==> src/hdl/sss_pkg.sv <==
`default_nettype none
package sss_pkg;

    localparam int MAX_POINTS_DEF = 28;
    localparam int MAX_SUBSET_DEF = 12;
    localparam int SUM_SLOTS_DEF  = 165;

    localparam int MODE_W  = 2;
    localparam int INDEX_W = 5;
    localparam int VALUE_W = 7;
    localparam int COUNT_W = 5;
    localparam int SIZE_W  = 4;
    localparam int SUM_W   = VALUE_W + 1;

    localparam logic [4:0] POINT_COUNT_RST = 5'd28;
    localparam logic [3:0] SUBSET_SIZE_RST = 4'd1;

    localparam logic [MODE_W-1:0] MODE_LOAD    = 2'd0;
    localparam logic [MODE_W-1:0] MODE_RESTART = 2'd1;
    localparam logic [MODE_W-1:0] MODE_FETCH   = 2'd2;

    localparam logic CFG_POINT_COUNT = 1'b0;
    localparam logic CFG_SUBSET_SIZE = 1'b1;

    typedef enum logic [1:0] {
        PHASE_IDLE = 2'd0,
        PHASE_RUN  = 2'd1,
        PHASE_DONE = 2'd2
    } phase_t;

    typedef enum logic [3:0] {
        OP_NONE,
        OP_LATCH,
        OP_LOAD,
        OP_BEGIN,
        OP_FETCH_INIT,
        OP_EXHAUST,
        OP_FOUND,
        OP_TRY,
        OP_CHK,
        OP_PUSH,
        OP_SKIP,
        OP_SETP,
        OP_SETP_END,
        OP_POP,
        OP_POPP
    } op_t;

    typedef struct packed {
        op_t op;
    } cmd_t;

    typedef struct packed {
        logic [MODE_W-1:0] mode;
        logic              phase_done;
        logic              size_big;
        logic              need_zero;
        logic              depth_zero;
        logic              can_try;
        logic              j_done;
        logic              good;
    } status_t;

endpackage
`default_nettype wire

==> src/hdl/sidon_subset_search_unit.sv <==
`default_nettype none
// channel   signals                                        handshake
// command   start, mode, point_index, point_value         start & !busy
// result    done, subset_mask, found, exhausted, load_error  done, one cycle
// config    cfg_valid, cfg_ready, cfg_index, cfg_data      cfg_valid & cfg_ready
//
// A load, restart or unused command passes through dispatch to the result state.
// A fetch walks the backtracking search on one shared mark bitmap: each candidate
// is tested against every stack entry, a pushed one marks its pair sums with each entry,
// and each pop clears them again, so the total time depends on the data.
// Reset clears the search state and the marks at once; the point store needs no clear.
// The result sink cannot stall; cfg_ready is always high.
module sidon_subset_search_unit #(
    parameter int MAX_POINTS = sss_pkg::MAX_POINTS_DEF,
    parameter int MAX_SUBSET = sss_pkg::MAX_SUBSET_DEF,
    parameter int SUM_SLOTS  = sss_pkg::SUM_SLOTS_DEF
) (
    input  wire logic                        clk,
    input  wire logic                        rst_n,
    input  wire logic                        start,
    output logic                             busy,
    input  wire logic [sss_pkg::MODE_W-1:0]  mode,
    input  wire logic [sss_pkg::INDEX_W-1:0] point_index,
    input  wire logic [sss_pkg::VALUE_W-1:0] point_value,
    output logic                             done,
    output logic [MAX_POINTS-1:0]            subset_mask,
    output logic                             found,
    output logic                             exhausted,
    output logic                             load_error,
    input  wire logic                        cfg_valid,
    output logic                             cfg_ready,
    input  wire logic                        cfg_index,
    input  wire logic [sss_pkg::COUNT_W-1:0] cfg_data
);

    sss_pkg::cmd_t    cmd;
    sss_pkg::status_t stat;

    assign cfg_ready = 1'b1;

    sss_ctrl u_ctrl (
        .clk   (clk),
        .rst_n (rst_n),
        .start (start),
        .stat  (stat),
        .cmd   (cmd),
        .busy  (busy),
        .done  (done)
    );

    sss_dpath #(
        .MAX_POINTS (MAX_POINTS),
        .MAX_SUBSET (MAX_SUBSET),
        .SUM_SLOTS  (SUM_SLOTS)
    ) u_dpath (
        .clk         (clk),
        .rst_n       (rst_n),
        .cmd         (cmd),
        .stat        (stat),
        .mode        (mode),
        .point_index (point_index),
        .point_value (point_value),
        .cfg_valid   (cfg_valid),
        .cfg_index   (cfg_index),
        .cfg_data    (cfg_data),
        .subset_mask (subset_mask),
        .found       (found),
        .exhausted   (exhausted),
        .load_error  (load_error)
    );

endmodule
`default_nettype wire

==> src/hdl/sss_ctrl.sv <==
`default_nettype none
module sss_ctrl (
    input  wire logic            clk,
    input  wire logic            rst_n,
    input  wire logic            start,
    input  sss_pkg::status_t     stat,
    output sss_pkg::cmd_t        cmd,
    output logic                 busy,
    output logic                 done
);

    typedef enum logic [9:0] {
        ST_IDLE     = 10'b0000000001,
        ST_DISPATCH = 10'b0000000010,
        ST_FCHK     = 10'b0000000100,
        ST_DECIDE   = 10'b0000001000,
        ST_CHK      = 10'b0000010000,
        ST_SETP     = 10'b0000100000,
        ST_POP      = 10'b0001000000,
        ST_POPP     = 10'b0010000000,
        ST_RESULT   = 10'b0100000000,
        ST_SPARE    = 10'b1000000000
    } state_t;

    state_t state_reg, state_next;
    logic   emit_reg, emit_next;

    always_comb
    begin
        state_next = state_reg;
        emit_next  = emit_reg;
        cmd.op     = sss_pkg::OP_NONE;
        unique case (state_reg)
            ST_IDLE:
            begin
                if (start)
                begin
                    cmd.op     = sss_pkg::OP_LATCH;
                    emit_next  = 1'b0;
                    state_next = ST_DISPATCH;
                end
            end
            ST_DISPATCH:
            begin
                priority if (stat.mode == sss_pkg::MODE_LOAD)
                begin
                    cmd.op     = sss_pkg::OP_LOAD;
                    state_next = ST_RESULT;
                end
                else if (stat.mode == sss_pkg::MODE_RESTART)
                begin
                    cmd.op     = sss_pkg::OP_BEGIN;
                    state_next = ST_RESULT;
                end
                else if (stat.mode == sss_pkg::MODE_FETCH)
                begin
                    cmd.op     = sss_pkg::OP_FETCH_INIT;
                    state_next = ST_FCHK;
                end
                else
                begin
                    state_next = ST_RESULT;
                end
            end
            ST_FCHK:
            begin
                if (stat.phase_done || stat.size_big)
                begin
                    cmd.op     = sss_pkg::OP_EXHAUST;
                    state_next = ST_RESULT;
                end
                else
                begin
                    state_next = ST_DECIDE;
                end
            end
            ST_DECIDE:
            begin
                priority if (stat.need_zero)
                begin
                    cmd.op     = sss_pkg::OP_FOUND;
                    emit_next  = 1'b1;
                    state_next = stat.depth_zero ? ST_RESULT : ST_POP;
                end
                else if (stat.can_try)
                begin
                    cmd.op     = sss_pkg::OP_TRY;
                    state_next = ST_CHK;
                end
                else if (stat.depth_zero)
                begin
                    cmd.op     = sss_pkg::OP_EXHAUST;
                    state_next = ST_RESULT;
                end
                else
                begin
                    state_next = ST_POP;
                end
            end
            ST_CHK:
            begin
                priority if (!stat.j_done)
                begin
                    cmd.op = sss_pkg::OP_CHK;
                end
                else if (stat.good)
                begin
                    cmd.op     = sss_pkg::OP_PUSH;
                    state_next = ST_SETP;
                end
                else
                begin
                    cmd.op     = sss_pkg::OP_SKIP;
                    state_next = ST_DECIDE;
                end
            end
            ST_SETP:
            begin
                if (!stat.j_done)
                begin
                    cmd.op = sss_pkg::OP_SETP;
                end
                else
                begin
                    cmd.op     = sss_pkg::OP_SETP_END;
                    state_next = ST_DECIDE;
                end
            end
            ST_POP:
            begin
                cmd.op     = sss_pkg::OP_POP;
                state_next = ST_POPP;
            end
            ST_POPP:
            begin
                if (!stat.j_done)
                begin
                    cmd.op = sss_pkg::OP_POPP;
                end
                else
                begin
                    state_next = emit_reg ? ST_RESULT : ST_DECIDE;
                end
            end
            ST_RESULT:
            begin
                state_next = ST_IDLE;
            end
            default:
            begin
                state_next = ST_IDLE;
            end
        endcase
    end

    always_ff @(posedge clk or negedge rst_n)
    begin
        if (!rst_n)
        begin
            state_reg <= ST_IDLE;
            emit_reg  <= 1'b0;
        end
        else
        begin
            state_reg <= state_next;
            emit_reg  <= emit_next;
        end
    end

    assign busy = (state_reg != ST_IDLE);
    assign done = (state_reg == ST_RESULT);

endmodule
`default_nettype wire

==> src/hdl/sss_dpath.sv <==
`default_nettype none
module sss_dpath #(
    parameter int MAX_POINTS = sss_pkg::MAX_POINTS_DEF,
    parameter int MAX_SUBSET = sss_pkg::MAX_SUBSET_DEF,
    parameter int SUM_SLOTS  = sss_pkg::SUM_SLOTS_DEF
) (
    input  wire logic                            clk,
    input  wire logic                            rst_n,
    input  sss_pkg::cmd_t                        cmd,
    output sss_pkg::status_t                     stat,
    input  wire logic [sss_pkg::MODE_W-1:0]      mode,
    input  wire logic [sss_pkg::INDEX_W-1:0]     point_index,
    input  wire logic [sss_pkg::VALUE_W-1:0]     point_value,
    input  wire logic                            cfg_valid,
    input  wire logic                            cfg_index,
    input  wire logic [sss_pkg::COUNT_W-1:0]     cfg_data,
    output logic [MAX_POINTS-1:0]                subset_mask,
    output logic                                 found,
    output logic                                 exhausted,
    output logic                                 load_error
);

    localparam int PW  = $clog2(MAX_POINTS);
    localparam int SCW = $clog2(MAX_POINTS + 1);
    localparam int DW  = $clog2(MAX_SUBSET + 1);
    localparam int SKW = (MAX_SUBSET > 1) ? $clog2(MAX_SUBSET) : 1;
    localparam int SW  = (SUM_SLOTS > 1) ? $clog2(SUM_SLOTS) : 1;
    localparam int VW  = sss_pkg::VALUE_W;
    localparam int TW  = 9;

    logic [sss_pkg::COUNT_W-1:0] count_reg;
    logic [sss_pkg::SIZE_W-1:0]  size_reg;

    logic [sss_pkg::MODE_W-1:0]  mode_reg;
    logic [sss_pkg::INDEX_W-1:0] idx_reg;
    logic [VW-1:0]               val_reg;

    logic [VW-1:0]         store_mem [MAX_POINTS];
    logic [PW-1:0]         stack_idx [MAX_SUBSET];
    logic [VW-1:0]         stack_val [MAX_SUBSET];
    logic [SUM_SLOTS-1:0]  marks_reg;

    sss_pkg::phase_t       phase_reg;
    logic [DW-1:0]         depth_reg;
    logic [SCW-1:0]        scan_reg;
    logic [DW-1:0]         j_reg;
    logic [MAX_POINTS-1:0] mask_reg;
    logic [VW-1:0]         x_reg;
    logic                  good_reg;

    logic [MAX_POINTS-1:0] res_mask_reg;
    logic                  res_found_reg, res_exh_reg, res_err_reg;

    logic [PW-1:0]    rd_addr;
    logic [VW-1:0]    rd_val;
    logic [VW-1:0]    sv_j;
    logic [PW-1:0]    top_idx;
    logic [VW-1:0]    top_val;
    logic [SKW-1:0]   top_pos;
    logic [sss_pkg::SUM_W-1:0] pair_sum, self_sum, mark_sum;
    logic             pair_busy, self_busy;
    logic             mark_we, mark_val, mark_clr;
    logic [SCW-1:0]   n_eff;
    logic signed [TW-1:0] reach;
    logic             idx_ok, load_err;

    function automatic logic sum_busy(input logic [sss_pkg::SUM_W-1:0] s,
                                      input logic [SUM_SLOTS-1:0] m);
        logic r;
        r = 1'b1;
        if ({1'b0, s} < TW'(SUM_SLOTS))
            r = m[SW'(s)];
        return r;
    endfunction

    assign idx_ok   = ({1'b0, idx_reg} < 6'(MAX_POINTS));
    assign rd_addr  = (cmd.op == sss_pkg::OP_LOAD) ? PW'(idx_reg - 1'b1) : PW'(scan_reg);
    assign rd_val   = store_mem[rd_addr];
    assign sv_j     = stack_val[j_reg[SKW-1:0]];
    assign top_pos  = SKW'(depth_reg - 1'b1);
    assign top_idx  = stack_idx[top_pos];
    assign top_val  = stack_val[top_pos];
    assign pair_sum = {1'b0, x_reg} + {1'b0, sv_j};
    assign self_sum = {rd_val, 1'b0};
    assign pair_busy = sum_busy(pair_sum, marks_reg);
    assign self_busy = sum_busy(self_sum, marks_reg);
    assign load_err = !idx_ok
                    || ((idx_reg != '0) && (point_value_le(val_reg, rd_val)))
                    || ({1'b0, val_reg, 1'b0} >= TW'(SUM_SLOTS));

    function automatic logic point_value_le(input logic [VW-1:0] a, input logic [VW-1:0] b);
        return a <= b;
    endfunction

    assign n_eff = ({1'b0, count_reg} > 6'(MAX_POINTS)) ? SCW'(MAX_POINTS) : SCW'(count_reg);
    assign reach = $signed(TW'(scan_reg)) + $signed(TW'(size_reg)) - $signed(TW'(depth_reg));

    assign stat.mode       = mode_reg;
    assign stat.phase_done = (phase_reg == sss_pkg::PHASE_DONE);
    assign stat.size_big   = ({1'b0, size_reg} > 5'(MAX_SUBSET));
    assign stat.need_zero  = (TW'(size_reg) == TW'(depth_reg));
    assign stat.depth_zero = (depth_reg == '0);
    assign stat.can_try    = (reach >= 0) && (reach <= $signed(TW'(n_eff)));
    assign stat.j_done     = (j_reg == depth_reg);
    assign stat.good       = good_reg;

    // one mark write or clear a cycle: self sum on push/pop, pair sums on stack walks
    always_comb
    begin
        mark_we  = 1'b0;
        mark_val = 1'b0;
        mark_sum = pair_sum;
        mark_clr = 1'b0;
        unique case (cmd.op)
            sss_pkg::OP_LOAD, sss_pkg::OP_BEGIN:
                mark_clr = 1'b1;
            sss_pkg::OP_FETCH_INIT:
                mark_clr = (phase_reg == sss_pkg::PHASE_IDLE);
            sss_pkg::OP_PUSH:
            begin
                mark_we  = 1'b1;
                mark_val = 1'b1;
                mark_sum = {x_reg, 1'b0};
            end
            sss_pkg::OP_SETP:
            begin
                mark_we  = 1'b1;
                mark_val = 1'b1;
            end
            sss_pkg::OP_POP:
            begin
                mark_we  = 1'b1;
                mark_sum = {top_val, 1'b0};
            end
            sss_pkg::OP_POPP:
                mark_we = 1'b1;
            default:
                mark_we = 1'b0;
        endcase
    end

    always_ff @(posedge clk or negedge rst_n)
    begin
        if (!rst_n)
            marks_reg <= '0;
        else if (mark_clr)
            marks_reg <= '0;
        else if (mark_we && ({1'b0, mark_sum} < TW'(SUM_SLOTS)))
            marks_reg[SW'(mark_sum)] <= mark_val;
    end

    always_ff @(posedge clk or negedge rst_n)
    begin
        if (!rst_n)
        begin
            count_reg <= sss_pkg::POINT_COUNT_RST;
            size_reg  <= sss_pkg::SUBSET_SIZE_RST;
        end
        else if (cfg_valid)
        begin
            if (cfg_index == sss_pkg::CFG_POINT_COUNT)
                count_reg <= cfg_data;
            else
                size_reg <= cfg_data[sss_pkg::SIZE_W-1:0];
        end
    end

    always_ff @(posedge clk)
    begin
        if (cmd.op == sss_pkg::OP_LOAD && idx_ok)
            store_mem[PW'(idx_reg)] <= val_reg;
        if (cmd.op == sss_pkg::OP_PUSH)
        begin
            stack_idx[depth_reg[SKW-1:0]] <= PW'(scan_reg);
            stack_val[depth_reg[SKW-1:0]] <= x_reg;
        end
    end

    always_ff @(posedge clk or negedge rst_n)
    begin
        if (!rst_n)
        begin
            phase_reg     <= sss_pkg::PHASE_IDLE;
            depth_reg     <= '0;
            scan_reg      <= '0;
            mask_reg      <= '0;
            j_reg         <= '0;
            good_reg      <= 1'b0;
            res_found_reg <= 1'b0;
            res_exh_reg   <= 1'b0;
            res_err_reg   <= 1'b0;
            res_mask_reg  <= '0;
        end
        else
        begin
            unique case (cmd.op)
                sss_pkg::OP_LATCH:
                begin
                    mode_reg      <= mode;
                    idx_reg       <= point_index;
                    val_reg       <= point_value;
                    res_found_reg <= 1'b0;
                    res_exh_reg   <= 1'b0;
                    res_err_reg   <= 1'b0;
                    res_mask_reg  <= '0;
                end
                sss_pkg::OP_LOAD:
                begin
                    res_err_reg <= load_err;
                    phase_reg   <= sss_pkg::PHASE_IDLE;
                    depth_reg   <= '0;
                    scan_reg    <= '0;
                    mask_reg    <= '0;
                end
                sss_pkg::OP_BEGIN:
                begin
                    phase_reg <= sss_pkg::PHASE_RUN;
                    depth_reg <= '0;
                    scan_reg  <= '0;
                    mask_reg  <= '0;
                end
                sss_pkg::OP_FETCH_INIT:
                begin
                    if (phase_reg == sss_pkg::PHASE_IDLE)
                    begin
                        phase_reg <= sss_pkg::PHASE_RUN;
                        depth_reg <= '0;
                        scan_reg  <= '0;
                        mask_reg  <= '0;
                    end
                end
                sss_pkg::OP_EXHAUST:
                begin
                    res_exh_reg <= 1'b1;
                    phase_reg   <= sss_pkg::PHASE_DONE;
                end
                sss_pkg::OP_FOUND:
                begin
                    res_found_reg <= 1'b1;
                    res_mask_reg  <= mask_reg;
                    if (depth_reg == '0)
                        phase_reg <= sss_pkg::PHASE_DONE;
                end
                sss_pkg::OP_TRY:
                begin
                    x_reg    <= rd_val;
                    good_reg <= !self_busy;
                    j_reg    <= '0;
                end
                sss_pkg::OP_CHK:
                begin
                    if (pair_busy)
                        good_reg <= 1'b0;
                    j_reg <= j_reg + 1'b1;
                end
                sss_pkg::OP_PUSH:
                begin
                    mask_reg[PW'(scan_reg)] <= 1'b1;
                    j_reg <= '0;
                end
                sss_pkg::OP_SKIP:
                    scan_reg <= scan_reg + 1'b1;
                sss_pkg::OP_SETP:
                    j_reg <= j_reg + 1'b1;
                sss_pkg::OP_SETP_END:
                begin
                    depth_reg <= depth_reg + 1'b1;
                    scan_reg  <= scan_reg + 1'b1;
                end
                sss_pkg::OP_POP:
                begin
                    x_reg              <= top_val;
                    mask_reg[top_idx]  <= 1'b0;
                    scan_reg           <= SCW'(top_idx) + 1'b1;
                    depth_reg          <= depth_reg - 1'b1;
                    j_reg              <= '0;
                end
                sss_pkg::OP_POPP:
                    j_reg <= j_reg + 1'b1;
                default:
                    j_reg <= j_reg;
            endcase
        end
    end

    assign subset_mask = res_mask_reg;
    assign found       = res_found_reg;
    assign exhausted   = res_exh_reg;
    assign load_error  = res_err_reg;

endmodule
`default_nettype wire

==> config.mk <==
export PLATFORM = sky130hd
export DESIGN_NAME = sidon_subset_search_unit
export DESIGN_NICKNAME = d
export VERILOG_FILES = /design/src/hdl/sss_pkg.sv /design/src/hdl/sidon_subset_search_unit.sv /design/src/hdl/sss_ctrl.sv /design/src/hdl/sss_dpath.sv
export SDC_FILE = /design/constraint.sdc
export NUM_CORES = 1
export LEC_CHECK = 0
export ABC_CLOCK_PERIOD_IN_PS = 7400
export BUFFER_PORTS_ARGS = -buffer_cell sky130_fd_sc_hd__buf_2
export CAP_MARGIN = 20
export CELL_PAD_IN_SITES_DETAIL_PLACEMENT = 1
export CELL_PAD_IN_SITES_GLOBAL_PLACEMENT = 1
export CORE_UTILIZATION = 30
export DETAILED_ROUTE_END_ITERATION = 6
export MAX_ROUTING_LAYER = met4
export PLACE_DENSITY_LB_ADDON = 0.1
export SKIP_CTS_REPAIR_TIMING = 1
export SLEW_MARGIN = 20
export SYNTH_ARGS = -nofsm -noshare
export SYNTH_HDL_FRONTEND = slang
export SYNTH_HIERARCHICAL = 1
export SYNTH_SLANG_ARGS = --single-unit
export TNS_END_PERCENT = 5
==> constraint.sdc <==
create_clock -name clk -period 7.4 [get_ports clk]
set_input_delay 1.11 -clock clk [delete_from_list [all_inputs] [get_ports clk]]
set_output_delay 1.11 -clock clk [all_outputs]
set_load 0.02 [all_outputs]
# Word level (Yosys, flattened, before mapping)
# Memories as Yosys holds them, arrays and structs flattened.
# Cells that the tools add are included.
# op_classes
add_sub_neg	9
magnitude_cmp	18
eq_ne	37
muxes	72
bitwise_logic	4
reduce_logical	45
# op_table
operator	n
two-way mux 165 bit	2
bitwise mux 165 bit	1
one-hot mux 28 bit (4 select lines)	1
two-way mux 10 bit	8
one-hot mux 10 bit (8 select lines)	1
one-hot mux 28 bit (2 select lines)	1
two-way mux 9 bit	4
one-hot mux 4 bit (8 select lines)	1
bitwise AND 28 bit	1
== test 4 bit (second input constant)	7
two-way mux 28 bit	1
two-way mux 4 bit	7
NOT 28 bit	1
bitwise OR 28 bit	1
< comparator 8 x 9 -> 1 bit (second input constant)	3
< comparator 8 bit (second input constant)	3
one-hot mux 5 bit (4 select lines)	1
two-way mux 1 bit	17
== test 4 x 3 -> 1 bit (second input constant)	4
one-hot mux 4 bit (4 select lines)	1
one-hot mux 8 bit (2 select lines)	1
AND reduction 2 bit	8
nonzero test 2 bit	8
two-way mux 5 bit	3
other kinds (58)	99
# word_totals
regBits	281
ram_bits	340
out_inout_bits	34
mem_count	3
# mem_list
memory	words	width	read_ports	rd_ports_with_merged_regs	wr	line_no	source
u_dpath.store_mem	28	7	1	0	1	sss_dpath.sv:38	logic [VW-1:0] store_mem [MAX_POINTS];
u_dpath.stack_val	12	7	2	0	1	sss_dpath.sv:40	logic [VW-1:0] stack_val [MAX_SUBSET];
u_dpath.stack_idx	12	5	1	0	1	sss_dpath.sv:39	logic [PW-1:0] stack_idx [MAX_SUBSET];

# Logic depth before layout (Yosys ltp)
# Gate-level depths: netlist of run 1.
# depth
ltp_word	16
depth_mapped	41
depth_no_buf	35

# Modules after synthesis
# The synthesis of run 1 kept the hierarchy.
# by_module_without_submodules
module	instances	cells_each	area_per_inst_um2	seq_area_each_um2
sss_dpath	1	2317	29457.0	17076.4
sss_ctrl	1	96	770.7	251.5
sidon_subset_search_unit	1	2	11.3	0.0

# Least setup slack after synthesis of run 1
# OpenSTA, ideal clock, no wires.
# synth_timing
path_type	register to register
startpoint	register u_dpath.scan_reg[2]
endpoint	register u_dpath.res_err_reg, in the netlist u_dpath/load_error
arrival_ns	7.284
required_ns	7.318
slack_ns	0.034
stages_incl_launch_ff	39
period_less_slack_ns	7.366
cell_sequence	dfrtp_1 clkbuf_1 inv_1 fa_1 inv_1 ha_1 a21o_1 a21oi_1 xor2_1 ha_1 and3_1 a31oi_1 a211oi_1 nor3_1 o22ai_1 a21boi_0 o221ai_1 buf_2 [... 3 more ...] nand4_1 a41oi_1 a211oi_1 o32a_1 clkbuf_1 buf_2 buf_2 ha_1 nor2b_1 o21ai_0 nand2b_1 a21oi_1 nor2b_1 o21ai_0 nand2b_1 a21oi_1 o32ai_1 a31oi_1
# synth_rtl
element	line_no	source
from (decl)	sss_dpath.sv:45	logic [SCW-1:0] scan_reg;
from (signal assigned)	sss_dpath.sv:262	scan_reg <= scan_reg + 1'b1;
from (signal assigned)	sss_dpath.sv:268	scan_reg <= scan_reg + 1'b1;
from (signal assigned)	sss_dpath.sv:274	scan_reg <= SCW'(top_idx) + 1'b1;
to (signal assigned)	sss_dpath.sv:209	res_err_reg <= load_err;
to (decl)	sss_dpath.sv:52	logic res_found_reg, res_exh_reg, res_err_reg;

==> results.json, run 1 <==
{
  "syn_to_final_growth_pct": 15.87,
  "track_usage": 0.1944,
  "path_class": "reg2reg",
  "hp-class": "reg2reg",
  "yosysMostFrequentCell": "edfxtp_1",
  "yosys_warnings": 6,
  "cts_max_level": 3,
  "grt_pass1_vias": 21719,
  "status": "finished clean",
  "grt_setup_unrepaired": "true",
  "crit_arrival_ns": 7.61,
  "synth_top_family_by_area": "multiplexers",
  "leakage_uw": 0.01297,
  "initialDrtViolationCount": 1519,
  "clockBufferDepth": 3,
  "post_drt_wl_per_cell_um": 25.36,
  "finalWorstSetupSlack_ns": 0.3401,
  "fin_skew_ns": 0.03389,
  "synthFlopType": "edfxtp_1",
  "ys_ff_latch": 620,
  "ys_top_cells_by_area": "edfxtp_1 (36%), dfrtp_1 (21%), mux4_2 (10%), nand2_1 (3.9%), mux2i_1 (3.3%)",
  "insertion_delay_ns": 0.64,
  "syn_nets": 2484,
  "antenna_found_initial": 3,
  "stdcell_count": 3832,
  "finalHoldViolations": 0,
  "synth_top_area_cell": "edfxtp_1",
  "wl_um": 97180,
  "netlist.area_leader.share": 0.3585,
  "cts_root_buffer": "clkbuf_16",
  "start_util": 0.3024,
  "gp_congestion": 0.8484,
  "max_freq_ghz": 0.1416,
  "cts_num_sinks": 620,
  "dp_cells": 3673,
  "cp_max_fo": 13,
  "grt_pass1_wl_um": 146000,
  "synthAdderAreaFrac": 0.01986,
  "synth_compound_area_frac": 0.1296,
  "max_slew_margin": 0.2657,
  "final-max-slew-violation-count": 0,
  "dr.pass1.iters": 5,
  "p_per_area_nw_per_um2": 271.2,
  "min_period_ns": 7.060,
  "start_kind": "flop",
  "cts_buffers": 74,
  "netlist_top_cells_count": "edfxtp_1 (361), nand2_1 (316), dfrtp_1 (254)",
  "via_per_inst": 5.461,
  "cts_tree": "built",
  "largest_register_ff_count": 196,
  "drv_cap": 0,
  "postRouteAntennaNets": 0,
  "coreArea_um2": 100000,
  "drive_above_1_share": 0.1880,
  "die_y_um": 319.5,
  "tightest_slew_ns": 1.101,
  "die_w_um": 319.5,
  "syn_inst": 2415,
  "hpwl_um": 64060,
  "vias": 20927,
  "critical-path-max-stage-delay_ns": 0.53,
  "netlist_area_um2": 30240,
  "synthXorXnorAreaFrac": 0.007820,
  "clk_pin_slew_ns": 0.06,
  "rows": 116,
  "io_pins": 58,
  "synth_edf_count": 361,
  "pre_cts_ws_ns": 0.1444,
  "synthArstFlopShare": 0.4177,
  "port_buffers": 56,
  "synthSimpleGateAreaFrac": 0.09562,
  "crit_path_top_delay_cell": "fa_1",
  "end_kind": "flop",
  "power_uw": 9502,
  "post-route-period-util": 0.9540,
  "drc": 0,
  "avgSynthCellArea_um2": 12.52,
  "num-fill-cells": 10448,
  "die_area_um2": 102100,
  "overflow": 0,
  "crit_required_ns": 7.95,
  "synth.area.mux_share": 0.1435,
  "setup_viol": 0,
  "max-vdd-ir-drop_uv": 186.1,
  "grt_max_degree": 166,
  "synth_seq_area_share": 0.5730,
  "final_nets": 2541,
  "synth_cell_type_count": 79
}
-- cell type report --
cell class / count / area [um^2] / area share
well taps: 1298 / 1624 / 0.04635
diodes: 2 / 5.005 / 0.0001428
clock buffers: 111 / 2112 / 0.06028
clock inverters: 25 / 286.5 / 0.008177
flip-flops and latches: 620 / 17330 / 0.4946
repair buffers: 169 / 1353 / 0.03860
inverters: 42 / 157.7 / 0.004499
multi-input cells: 1565 / 12170 / 0.3474
-- logic make-up after synthesis --
| group | after synthesis |
|---|---|
| multiplexers | 256 |
| flip-flops | 620 |
| AND/OR/NAND/NOR | 643 |
| XOR/XNOR | 27 |
| adder cells (fa/ha/maj) | 45 |
| other | 1 |
| buffers and inverters | 230 |
| AO/OA/AOI/OAI | 593 |
-- where the power goes --
| part | switching [uW] | leakage, uW | total [uW] | internal [uW] |
|---|---|---|---|---|
| Clock | 1500 | 0.00116 | 3620 | 2130 |
| Combinational | 1360 | 0.00496 | 2100 | 734 |
| Sequential | 51.6 | 0.00686 | 3790 | 3730 |
| Total | 2910 | 0.0130 | 9500 | 6590 |
-- metrics by stage --
| stage | utilization | setup TNS (ns) | hold slack (ns) | instance area [um^2] |
|---|---|---|---|---|
| floorplan | - | 0 | 0.4629 | 30240 |
| global placement | 0.3234 | 0 | 0.4774 | 32340 |
| detailed placement | 0.3236 | 0 | 0.4803 | 32360 |
| CTS | 0.3476 | 0 | 0.5010 | 34760 |
| global route | 0.3504 | -0.05074 | 0.5180 | 35040 |
| finish | 0.3504 | 0 | 0.4928 | 35040 |
-- routing by layer --
layer	vias to the layer above	track usage	wire [um]	part of all wire
met5	-	-	0	0
met4	0	0.05385	2041	0.021
met3	132	0.02641	4116	0.042
met2	431	0.2958	45050	0.46
met1	10984	0.2714	45970	0.47
li1	9380	-	-	-
-- cells in the final DEF, fill, tap and decap left out, types with 30 or more instances in the layout --
| cell type | instances |
|---|---|
| ha_1 | 39 |
| a22o_1 | 30 |
| buf_4 | 93 |
| clkbuf_16 | 77 |
| o31ai_1 | 100 |
| inv_1 | 40 |
| edfxtp_1 | 361 |
| nor2_1 | 110 |
| a21oi_1 | 116 |
| o211ai_1 | 103 |
| nor3_1 | 33 |
| o21ai_0 | 132 |
| mux2i_1 | 97 |
| nand3_1 | 66 |
| mux4_2 | 140 |
| buf_2 | 56 |
| dfrtp_1 | 253 |
| nand2_1 | 315 |
-- worst max-delay path, delay by kind of cell, from the launching register on --
family / cells / cell delay, ns
muxes: 3 / 1.06
DFF: 1 / 0.40
AOI/OAI and AO/OA: 13 / 2.61
buffers and inverters: 5 / 0.74
adders and majority gates: 3 / 1.24
and+or+nand+nor: 4 / 0.75
xor gates and xnor gates: 1 / 0.17
-- final timing paths --
check	from	to	slack [ns]	depth (start not counted)
worst max-delay path	u_dpath/size_reg[1]	u_dpath/good_reg	0.34	29
worst min-delay path	u_dpath/subset_mask[21]	u_dpath/subset_mask[21]	0.49	1
worst max register to register	u_dpath/size_reg[1]	u_dpath/good_reg	0.34	29
worst min register to register	u_dpath/subset_mask[21]	u_dpath/subset_mask[21]	0.49	1
max in group asynchronous	rst_n	u_dpath/depth_reg[0]	5.23	2
min in group asynchronous	rst_n	u_dpath/marks_reg[81]	0.59	1
No activity file was read; power rests on OpenSTA's default activity.
==> inputs of run 2 (changes only) <==
Settings changed: REMOVE_ABC_BUFFERS set to 1, SLEW_MARGIN 20 to unset.
==> run 2 against run 1 <==
Global-route usage increased by 0.21 points. Combinational power increased by 5%. Critical path depth increased by 3. Critical path type unchanged. Critical endpoint unchanged.
==> results.json, run 2 (synthesized netlist as in run 1, its figures left out) <==
{
  "fin_hold_ws_ns": 0.4255,
  "initialDrtViolationCount": 1660,
  "overflow": 0,
  "final-max-slew-violation-count": 0,
  "hp-class": "in2async",
  "track_usage": 0.1965,
  "finalHoldViolations": 0,
  "max-vdd-ir-drop_uv": 167.7,
  "die_area_um2": 102100,
  "port_buffers": 56,
  "tightest_slew_ns": 1.129,
  "cts_max_level": 3,
  "post-route-period-util": 0.9595,
  "cp_max_fo": 20,
  "layout_common_cells": "edfxtp_1 (361), nand2_1 (314), dfrtp_1 (253)",
  "crit_required_ns": 7.95,
  "final_nets": 2558,
  "layout_commonest_cell": "edfxtp_1",
  "hpwl_um": 64780,
  "max_slew_margin": 0.2439,
  "clockBufferDepth": 3,
  "crit_path_top_delay_cell": "fa_1",
  "fin_skew_ns": 0.02940,
  "finalWorstSetupSlack_ns": 0.2997,
  "drive_above_1_share": 0.2037,
  "gp_congestion": 0.8128,
  "cts_num_sinks": 620,
  "io_pins": 58,
  "setup_viol": 0,
  "grt_pass1_vias": 22350,
  "start_util": 0.3024,
  "cts_tree": "built",
  "via_per_inst": 5.479,
  "wl_um": 97860,
  "start_kind": "flop",
  "path_class": "reg2reg",
  "leakage_uw": 0.01324,
  "pre_cts_ws_ns": 0.1036,
  "die_y_um": 319.5,
  "min_period_ns": 7.100,
  "postRouteAntennaNets": 0,
  "cts_root_buffer": "clkbuf_16",
  "rows": 116,
  "critical-path-max-stage-delay_ns": 0.55,
  "insertion_delay_ns": 0.67,
  "coreArea_um2": 100000,
  "syn_to_final_growth_pct": 17.72,
  "dr.pass1.iters": 5,
  "largest_register_ff_count": 196,
  "crit_arrival_ns": 7.66,
  "end_kind": "flop",
  "max_freq_ghz": 0.1408,
  "grt_max_degree": 104,
  "drv_cap": 0,
  "r2r_cells": 32,
  "die_w_um": 319.5,
  "grt_pass1_wl_um": 148700,
  "clk_pin_slew_ns": 0.06,
  "vias": 21077,
  "post_drt_wl_per_cell_um": 25.44,
  "cts_buffers": 76,
  "status": "finished clean",
  "antenna_found_initial": 2,
  "p_per_area_nw_per_um2": 282.3,
  "drc": 0
}
run 2: changes by cell type in the layout (fill, tap and decap cells not counted), moves of 3 or more:
cell       delta
clkinv_2      +4
clkbuf_1     -13
bufinv_16     +7
clkinv_16     +3
clkinv_1      -3
clkbuf_16     +4
buf_4        +13
inv_6         -4
buf_12        -3
run 2: power by group:
part | total, uW | internal (uW) | leakage [uW] | switching, uW
clock | 4060 | 2450 | 0.00132 | 1610
combinational | 2210 | 782 | 0.00506 | 1430
sequential | 3780 | 3730 | 0.00686 | 44.6
total | 10100 | 6970 | 0.0132 | 3080
run 2: layer usage:
metal,up-vias,global-route usage,routed length [um]
met5,-,-,0
met4,0,0.04840,2290
met3,144,0.02685,3544
met2,380,0.3094,46570
met1,11142,0.2677,45460
li1,9411,-,-
run 2: final cells by class:
type / instances / area [um^2]
Antenna cell: 1 / 2.502
Clock inverter: 36 / 609.3
Fill cell: 10498 / 64400
Clock buffer: 101 / 2138
Multi-Input combinational cell: 1567 / 12280
Sequential cell: 620 / 17330
Tap cell: 1298 / 1624
Timing Repair Buffer: 182 / 1451
Inverter: 42 / 160.2
run 2: per-stage QoR:
step | instances | util | power, uW | TNS (ns) | cell area [um^2]
after floorplan | 2227 | - | 5098 | -290.51 | 29480
after CTS | 3827 | 0.3523 | 10120 | 0 | 35230
after global placement | 3689 | 0.3247 | 5962 | 0 | 32470
final | 3847 | 0.3560 | 10050 | 0 | 35600
after global routing | 3847 | 0.3560 | 10490 | -0.08919 | 35600
after detailed placement | 3690 | 0.3248 | 5987 | 0 | 32480
run 2: worst max-delay path: cells and delay by family (launching register included):
family	cells	cell delay, ns
flops	1	0.34
compound gates	12	2.02
xor+xnor	1	0.17
buf+inv	7	0.87
mux	3	1.09
fa+ha+maj	3	1.22
simple gates	6	1.22
run 2: worst paths after layout:
check / startpoint / endpoint / slack, ns
setup / recovery: u_dpath/size_reg[1] / u_dpath/good_reg / 0.30
hold / removal: rst_n / u_dpath/marks_reg[137] / 0.43
setup reg to reg: u_dpath/size_reg[1] / u_dpath/good_reg / 0.30
hold reg to reg: u_dpath/subset_mask[9] / u_dpath/subset_mask[9] / 0.49
max in group asynchronous: rst_n / u_dpath/marks_reg[37] / 4.68
min in group clk: u_dpath/subset_mask[9] / u_dpath/subset_mask[9] / 0.49
